--- config.mk ---
export PLATFORM = sky130hd
export DESIGN_NAME = echo_level_window_quantizer
export DESIGN_NICKNAME = d
export VERILOG_FILES = /design/src/design/elwq_pkg.sv /design/src/design/echo_level_window_quantizer.sv /design/src/design/elwq_front.sv /design/src/design/elwq_queue.sv /design/src/design/elwq_back.sv
export SDC_FILE = /design/constraint.sdc
export NUM_CORES = 1
export LEC_CHECK = 0
export BUFFER_PORTS_ARGS = -buffer_cell sky130_fd_sc_hd__buf_2
export CAP_MARGIN = 20
export CORE_UTILIZATION = 53
export CTS_CLUSTER_SIZE = 10
export DETAILED_ROUTE_END_ITERATION = 10
export PLACE_DENSITY = 0.79
export SETUP_SLACK_MARGIN = 0.02
export SLEW_MARGIN = 10
export SYNTH_ARGS = -nofsm -noshare
export SYNTH_HDL_FRONTEND = slang
export SYNTH_SLANG_ARGS = --single-unit
--- constraint.sdc ---
create_clock -name i_clk -period 14.3 [get_ports i_clk]
set_input_delay 0.715 -clock i_clk [delete_from_list [all_inputs] [get_ports i_clk]]
set_output_delay 0.715 -clock i_clk [all_outputs]
set_load 0.02 [all_outputs]
--- src/design/elwq_pkg.sv ---
`timescale 1ns / 1ps
`default_nettype none

package elwq_pkg;

    // Field widths of the echo input and the level output
    localparam int ECHO_W  = 13;
    localparam int LEVEL_W = 7;

    // Queue status seen by both sides of the queue
    typedef struct packed {
        logic full;
        logic empty;
    } t_q_stat;

endpackage

`default_nettype wire

--- src/design/echo_level_window_quantizer.sv ---
`timescale 1ns / 1ps
`default_nettype none
// Path: with the back end free, an accepted sample is queued, popped in S_IDLE and passed
// through S_CHECK, S_DIV (skipped for an empty or saturated window), S_QUANT and S_EMIT,
// which loads the output register only for a changed level. Flow: the back end works on
// one sample at a time in its 7-step restoring divide; the front end queues two more meanwhile.
// Reset: synchronous, active low; clears the sample window, running sum, queue and
// stored level at once, so samples are accepted from the first cycle after reset.

module echo_level_window_quantizer #(
    parameter int WINDOW_LEN = 8
) (
    input  wire logic                         i_clk,
    input  wire logic                         i_rst_n,
    input  wire logic                         i_in_valid,
    output logic                              o_in_stall,
    input  wire logic [elwq_pkg::ECHO_W-1:0]  i_echo_time_us,
    output logic                              o_out_valid,
    input  wire logic                         i_out_stall,
    output logic [elwq_pkg::LEVEL_W-1:0]      o_level_percent
);
    import elwq_pkg::*;

    localparam int CNT_W  = $clog2(WINDOW_LEN + 1);
    localparam int SUM_W  = ECHO_W + CNT_W;
    localparam int DATA_W = SUM_W + CNT_W;

    t_q_stat           w_q_stat;
    logic              w_push;
    logic              w_pop;
    logic [SUM_W-1:0]  w_f_sum;
    logic [CNT_W-1:0]  w_f_cnt;
    logic [SUM_W-1:0]  w_b_sum;
    logic [CNT_W-1:0]  w_b_cnt;
    logic [DATA_W-1:0] w_q_out;

    assign o_in_stall       = w_q_stat.full;
    assign {w_b_sum, w_b_cnt} = w_q_out;

    elwq_front #(
        .WINDOW_LEN (WINDOW_LEN),
        .SUM_W      (SUM_W),
        .CNT_W      (CNT_W)
    ) u_front (
        .i_clk          (i_clk),
        .i_rst_n        (i_rst_n),
        .i_in_valid     (i_in_valid),
        .i_echo_time_us (i_echo_time_us),
        .i_q_stat       (w_q_stat),
        .o_push         (w_push),
        .o_sum          (w_f_sum),
        .o_cnt          (w_f_cnt)
    );

    elwq_queue #(
        .DATA_W (DATA_W)
    ) u_queue (
        .i_clk   (i_clk),
        .i_rst_n (i_rst_n),
        .i_push  (w_push),
        .i_data  ({w_f_sum, w_f_cnt}),
        .i_pop   (w_pop),
        .o_data  (w_q_out),
        .o_stat  (w_q_stat)
    );

    elwq_back #(
        .SUM_W (SUM_W),
        .CNT_W (CNT_W)
    ) u_back (
        .i_clk           (i_clk),
        .i_rst_n         (i_rst_n),
        .i_q_stat        (w_q_stat),
        .i_sum           (w_b_sum),
        .i_cnt           (w_b_cnt),
        .o_pop           (w_pop),
        .o_out_valid     (o_out_valid),
        .o_level_percent (o_level_percent),
        .i_out_stall     (i_out_stall)
    );

endmodule

`default_nettype wire

--- src/design/elwq_front.sv ---
`timescale 1ns / 1ps
`default_nettype none

module elwq_front #(
    parameter int WINDOW_LEN = 8,
    parameter int SUM_W      = 17,
    parameter int CNT_W      = 4
) (
    input  wire logic                        i_clk,
    input  wire logic                        i_rst_n,
    input  wire logic                        i_in_valid,
    input  wire logic [elwq_pkg::ECHO_W-1:0] i_echo_time_us,
    input  wire elwq_pkg::t_q_stat           i_q_stat,
    output logic                             o_push,
    output logic [SUM_W-1:0]                 o_sum,
    output logic [CNT_W-1:0]                 o_cnt
);
    import elwq_pkg::*;

    logic [ECHO_W-1:0] r_win [WINDOW_LEN];
    logic [SUM_W-1:0]  r_sum;
    logic [CNT_W-1:0]  r_cnt;
    logic [SUM_W-1:0]  n_sum;
    logic [CNT_W-1:0]  n_cnt;
    logic [ECHO_W-1:0] w_old;
    logic              w_accept;

    // Update the running sum and nonzero count as the oldest sample drops out
    always_comb begin
        w_accept = i_in_valid && !i_q_stat.full;
        w_old    = r_win[WINDOW_LEN-1];
        n_sum    = r_sum + SUM_W'(i_echo_time_us) - SUM_W'(w_old);
        n_cnt    = r_cnt + CNT_W'(i_echo_time_us != '0) - CNT_W'(w_old != '0);
    end

    assign o_push = w_accept;
    assign o_sum  = n_sum;
    assign o_cnt  = n_cnt;

    // Shift the window on each accepted transaction
    always_ff @(posedge i_clk) begin
        if (!i_rst_n) begin
            for (int i = 0; i < WINDOW_LEN; i++) r_win[i] <= '0;
            r_sum <= '0;
            r_cnt <= '0;
        end else if (w_accept) begin
            for (int i = WINDOW_LEN - 1; i > 0; i--) r_win[i] <= r_win[i-1];
            r_win[0] <= i_echo_time_us;
            r_sum    <= n_sum;
            r_cnt    <= n_cnt;
        end
    end

endmodule

`default_nettype wire

--- src/design/elwq_queue.sv ---
`timescale 1ns / 1ps
`default_nettype none

module elwq_queue #(
    parameter int DATA_W = 21
) (
    input  wire logic              i_clk,
    input  wire logic              i_rst_n,
    input  wire logic              i_push,
    input  wire logic [DATA_W-1:0] i_data,
    input  wire logic              i_pop,
    output logic [DATA_W-1:0]      o_data,
    output elwq_pkg::t_q_stat      o_stat
);
    import elwq_pkg::*;

    logic [DATA_W-1:0] r_mem [2];
    logic              r_wptr;
    logic              r_rptr;
    logic [1:0]        r_fill;

    assign o_data       = r_mem[r_rptr];
    assign o_stat.full  = (r_fill == 2'd2);
    assign o_stat.empty = (r_fill == 2'd0);

    // Hold the entries
    always_ff @(posedge i_clk) begin
        if (i_push) r_mem[r_wptr] <= i_data;
    end

    // Advance pointers and fill level
    always_ff @(posedge i_clk) begin
        if (!i_rst_n) begin
            r_wptr <= 1'b0;
            r_rptr <= 1'b0;
            r_fill <= 2'd0;
        end else begin
            if (i_push) r_wptr <= ~r_wptr;
            if (i_pop)  r_rptr <= ~r_rptr;
            case ({i_push, i_pop})
                2'b10:   r_fill <= r_fill + 2'd1;
                2'b01:   r_fill <= r_fill - 2'd1;
                default: r_fill <= r_fill;
            endcase
        end
    end

endmodule

`default_nettype wire

--- src/design/elwq_back.sv ---
`timescale 1ns / 1ps
`default_nettype none

module elwq_back #(
    parameter int SUM_W = 17,
    parameter int CNT_W = 4
) (
    input  wire logic                         i_clk,
    input  wire logic                         i_rst_n,
    input  wire elwq_pkg::t_q_stat            i_q_stat,
    input  wire logic [SUM_W-1:0]             i_sum,
    input  wire logic [CNT_W-1:0]             i_cnt,
    output logic                              o_pop,
    output logic                              o_out_valid,
    output logic [elwq_pkg::LEVEL_W-1:0]      o_level_percent,
    input  wire logic                         i_out_stall
);
    import elwq_pkg::*;

    // Scale: 343 / 6000 per microsecond of averaged echo
    localparam int SCALE_NUM   = 343;
    localparam int SCALE_NUM_W = 9;
    localparam int SCALE_DEN   = 6000;
    localparam int SCALE_DEN_W = 13;
    localparam int FULL_LEVEL  = 100;
    localparam int QUOT_W      = 7;
    localparam int BIT_W       = $clog2(QUOT_W);
    localparam int NUM_W       = SUM_W + SCALE_NUM_W;
    localparam int DEN_W       = CNT_W + SCALE_DEN_W;
    localparam int CMP_W       = (NUM_W > DEN_W + QUOT_W) ? NUM_W : DEN_W + QUOT_W;
    // Decimal digit split by reciprocal: raw * 205 >> 11 is raw / 10 below 1029
    localparam int RECIP_MUL   = 205;
    localparam int RECIP_SHIFT = 11;
    localparam int PROD_W      = LEVEL_W + 8;
    localparam int DIGIT_W     = PROD_W - RECIP_SHIFT;
    localparam int QUANT_STEP  = 10;
    localparam int UNITS_SPLIT = 5;
    localparam int OFS_HIGH    = 15;
    localparam int OFS_LOW     = 10;

    typedef enum logic [2:0] {
        S_IDLE,
        S_CHECK,
        S_DIV,
        S_QUANT,
        S_EMIT
    } t_state;

    t_state             r_state;
    logic [CMP_W-1:0]   r_num;
    logic [DEN_W-1:0]   r_den;
    logic               r_zero;
    logic [CMP_W-1:0]   r_rem;
    logic [CMP_W-1:0]   r_dsh;
    logic [QUOT_W-1:0]  r_quot;
    logic [BIT_W-1:0]   r_bit;
    logic [LEVEL_W-1:0] r_level;
    logic [LEVEL_W-1:0] r_last;
    logic               r_out_valid;
    logic [LEVEL_W-1:0] r_out_level;

    logic [NUM_W-1:0]   w_num;
    logic [DEN_W-1:0]   w_den;
    logic [CMP_W-1:0]   w_lim;
    logic [QUOT_W-1:0]  w_scaled;
    logic [LEVEL_W-1:0] w_raw;
    logic [PROD_W-1:0]  w_prod;
    logic [DIGIT_W-1:0] w_tens;
    logic [LEVEL_W-1:0] w_tens_x10;
    logic [DIGIT_W-1:0] w_units;
    logic [LEVEL_W-1:0] w_quant;
    logic               w_emit;

    assign o_pop           = (r_state == S_IDLE) && !i_q_stat.empty;
    assign o_out_valid     = r_out_valid;
    assign o_level_percent = r_out_level;

    // Load the output register when a changed level finds it free
    assign w_emit = (r_state == S_EMIT) && (r_level != r_last) &&
                    (!r_out_valid || !i_out_stall);

    // Scale the popped sum and count, and bound the quotient
    always_comb begin
        w_num = NUM_W'(i_sum) * NUM_W'(SCALE_NUM);
        w_den = DEN_W'(i_cnt) * DEN_W'(SCALE_DEN);
        w_lim = CMP_W'(r_den) << QUOT_W;
    end

    // Clamp, take the fill and quantize it to the reported steps
    always_comb begin
        w_scaled   = (r_quot > QUOT_W'(FULL_LEVEL)) ? QUOT_W'(FULL_LEVEL) : r_quot;
        w_raw      = LEVEL_W'(FULL_LEVEL) - LEVEL_W'(w_scaled);
        w_prod     = PROD_W'(w_raw) * PROD_W'(RECIP_MUL);
        w_tens     = w_prod[PROD_W-1:RECIP_SHIFT];
        w_tens_x10 = LEVEL_W'(w_tens) * LEVEL_W'(QUANT_STEP);
        w_units    = DIGIT_W'(w_raw - w_tens_x10);
        if (w_raw >= LEVEL_W'(FULL_LEVEL)) begin
            w_quant = '0;
        end else if (w_units > DIGIT_W'(UNITS_SPLIT)) begin
            w_quant = w_tens_x10 + LEVEL_W'(OFS_HIGH);
        end else begin
            w_quant = w_tens_x10 + LEVEL_W'(OFS_LOW);
        end
    end

    // Sequence divide, quantize and emit
    always_ff @(posedge i_clk) begin
        if (!i_rst_n) begin
            r_state     <= S_IDLE;
            r_last      <= '0;
            r_out_valid <= 1'b0;
        end else begin
            if (w_emit) begin
                r_out_valid <= 1'b1;
            end else if (r_out_valid && !i_out_stall) begin
                r_out_valid <= 1'b0;
            end
            unique case (r_state)
                S_IDLE: begin
                    if (!i_q_stat.empty) begin
                        r_num   <= CMP_W'(w_num);
                        r_den   <= w_den;
                        r_zero  <= (i_cnt == '0);
                        r_state <= S_CHECK;
                    end
                end
                S_CHECK: begin
                    r_rem  <= r_num;
                    r_dsh  <= CMP_W'(r_den) << (QUOT_W - 1);
                    r_bit  <= BIT_W'(QUOT_W - 1);
                    if (r_zero) begin
                        r_quot  <= '0;
                        r_state <= S_QUANT;
                    end else if (r_num >= w_lim) begin
                        r_quot  <= QUOT_W'(FULL_LEVEL);
                        r_state <= S_QUANT;
                    end else begin
                        r_quot  <= '0;
                        r_state <= S_DIV;
                    end
                end
                S_DIV: begin
                    if (r_rem >= r_dsh) begin
                        r_rem         <= r_rem - r_dsh;
                        r_quot[r_bit] <= 1'b1;
                    end
                    r_dsh <= r_dsh >> 1;
                    if (r_bit == '0) begin
                        r_state <= S_QUANT;
                    end else begin
                        r_bit <= r_bit - BIT_W'(1);
                    end
                end
                S_QUANT: begin
                    r_level <= w_quant;
                    r_state <= S_EMIT;
                end
                S_EMIT: begin
                    if (r_level == r_last) begin
                        r_state <= S_IDLE;
                    end else if (w_emit) begin
                        r_out_level <= r_level;
                        r_last      <= r_level;
                        r_state     <= S_IDLE;
                    end
                end
                default: r_state <= S_IDLE;
            endcase
        end
    end

endmodule

`default_nettype wire

==> metrics.yaml <==
cells_and_area:
  nets: 2021
  drive_gt1_frac: 0.06461
  final_cell_mix: "259 x edfxtp_1, 236 x inv_1, 194 x ha_1"
  area_growth_pct: 8.273
  layout_commonest_cell: "edfxtp_1"
  antenna_cells: 0
flow_run:
  maxCapViolations: 0
routing:
  firstDrtPassIters: 5
  drcViolationCount: 0
  routed_via_density: 5.615
  num_vias: 12410
  wirelength_um: 36110
  ant_nets: 0
  dr.first_iter.drc_count: 873
  wl_per_cell_um: 16.34
clocking:
  clk_path_buf_depth: 3
  clkTransAtPathRegs_ns: 0.06
  hold_buffers: 0
  cts_tree: "yes"
  post_cts_resized: 0
  cts_setup_buffers: 0
  clock_latency_ns: 0.53
  cts_made_buffers: 36
  cts-root-buf: "clkbuf_16"
  htree_num_levels: 2
  cts_sinks: 296
placed_design:
  port_buffers: 25
  dp_hpwl_um: 25960
  place_congestion: 0.8578
worst_setup_path:
  critPathKind: "flop to flop"
  cpMaxStageDelayCell: "fa_1"
  crit_fanout: 9
  max_stage_delay_ns: 0.51
  critPathRequiredTime_ns: 14.64
  critPathCaptureType: "flop"
  worstPathArrival_ns: 8.35
  cp-start-kind: "flop"
  crit_top_cell: "ha_1"
global_routing:
  grt_usage: 0.2026
  grt_start_max_net_pins: 98
  grt_antenna_before_repair: 0
  grt_overflow_total: 0
  first_global_vias: 12600
  grt_pass1_wl_um: 59950
sta:
  fmax_ghz: 0.1249
  slew_violations: 0
  slew_headroom: 0.3377
  min_period_over_period: 0.5597
  final.setup_skew_ns: 0.01901
  timing.final.hold_violations: 0
  tns_ns: 0
  rsz0062_at_grt: "false"
  tightestPinTransition_ns: 0.9934
  setup_violations: 0
  period_minus_slack_ns: 8.004
synth:
  ys_seq_elements: 296
  synth-main-ff-cell: "edfxtp_1"
  netlist.area_leader.share: 0.4078
  syn_area_per_cell_um2: 11.17
  synth_fp_nets: 2004
  synth_edf_count: 259
  postSynthCellCount: 1707
  synth_warnings: 0
  async_reset_ff_frac: 0
  synth_top_cell_by_area: "edfxtp_1"
  ys_seq_area_frac: 0.4467
  syn-cell-area_um2: 19070
  synth_cell_types: 84
  synthTopCellsByArea: "edfxtp_1 41%, ha_1 13%, fa_1 9.0%, inv_1 4.7%, dfxtp_1 3.9%"
min_path:
  min_path_type: "flop to flop"
floorplanning:
  design.core.area_um2: 35480
  start_util: 0.5375
  num_rows: 69
  fp.dieArea_um2: 36750
  die_y_um: 191.7
  io_pins: 26
  die_w_um: 191.7
run_status:
  status: "finished clean"
==> metal layers <==
layer / global-route usage / up-vias / share of wire
met4: 0.05159 / 0 / 0.017
met2: 0.3553 / 244 / 0.50
li1: - / 6052 / -
met5: 0 / - / 0
met3: 0.02997 / 55 / 0.044
met1: 0.2615 / 6059 / 0.44
==> cells in the mapped netlist, drive strengths merged, types with 8 or more instances <==
library cell,instances
edfxtp,259
inv,239
ha,194
and3,100
nand2,93
nor2,87
fa,86
a21oi,82
o21ai,62
xnor2,55
clkbuf,45
nor3,41
dfxtp,37
mux2i,31
a21o,30
xor2,25
nor2b,19
nand3,15
o21a,15
nand4,14
nand2b,13
a31oi,11
buf,11
o21bai,11
a211oi,10
nor4,10
or3,10
or2,8
==> registers in the layout (all words and copies together), names as in the netlist, 2 cells and up, named ones only <==
name,count
u_back.r_den,13
u_back.o_level_percent,7
u_front.r_cnt,4
u_back.r_state,3
u_queue.r_fill,2
u_back.r_level,7
u_back.r_quot,7
u_front.r_win,104
u_front.r_sum,17
u_queue.r_mem,42
u_back.r_dsh,23
u_back.r_rem,26
u_back.r_num,26
u_back.r_bit,3
u_back.r_last,7
==> final timing paths <==
path / startpoint / endpoint / slack [ns] / cells after the start
worst max-delay path: u_back.r_quot[4]$_SDFFCE_PN0P_ / u_back.r_level[6]$_SDFFCE_PP0P_ / 6.30 / 29
worst min-delay path: u_front.r_sum[12]$_SDFFE_PN0P_ / u_front.r_sum[12]$_SDFFE_PN0P_ / 0.46 / 2
worst max register to register: u_back.r_quot[4]$_SDFFCE_PN0P_ / u_back.r_level[6]$_SDFFCE_PP0P_ / 6.30 / 29
worst min register to register: u_front.r_sum[12]$_SDFFE_PN0P_ / u_front.r_sum[12]$_SDFFE_PN0P_ / 0.46 / 2
==> cell families after synthesis <==
kind of cell               synth area share
and+or+nand+nor                      0.1197
buffers and inverters               0.06036
DFF                                  0.4467
AOI/OAI and AO/OA                   0.09795
adders and majority gates            0.2176
xor gates and xnor gates            0.03832
muxes                               0.01949
==> area by class of cell <==
type / count / area [um^2]
Clock buffer: 58 / 983.4
Tap cell: 461 / 576.8
Timing Repair Buffer: 35 / 200.2
Multi-Input combinational cell: 1115 / 9409
Sequential cell: 296 / 8518
Inverter: 240 / 903.4
Clock inverter: 5 / 57.56
Fill cell: 2798 / 14830
==> worst max-delay path: cells and delay by family, from the launching register on <==
family	cells	cell delay, ns
mux	1	0.27
buf+inv	3	0.27
simple gates	10	2.12
fa+ha+maj	7	2.68
xor+xnor	1	0.45
flops	1	0.49
compound gates	7	1.53
==> stage by stage <==
| stage | hold slack [ns] | instance area (um^2) | cells | setup slack, ns | util |
|---|---|---|---|---|---|
| 3_5_place_dp | 0.4529 | 19610 | 2147 | 6.348 | 0.5526 |
| 3_3_place_gp | 0.4434 | 19610 | 2147 | 6.551 | 0.5526 |
| 2_1_floorplan | 0.4363 | 19070 | 1707 | 7.116 | - |
| 5_1_grt | 0.4827 | 20650 | 2210 | 5.716 | 0.5819 |
| 4_1_cts | 0.4602 | 20650 | 2210 | 6.322 | 0.5819 |
| 6_report | 0.4564 | 20650 | 2210 | 6.296 | 0.5819 |
Power is left out: the tool's default activity adds up to more than one toggle a clock period on the data nets, which glitch-free logic cannot reach.
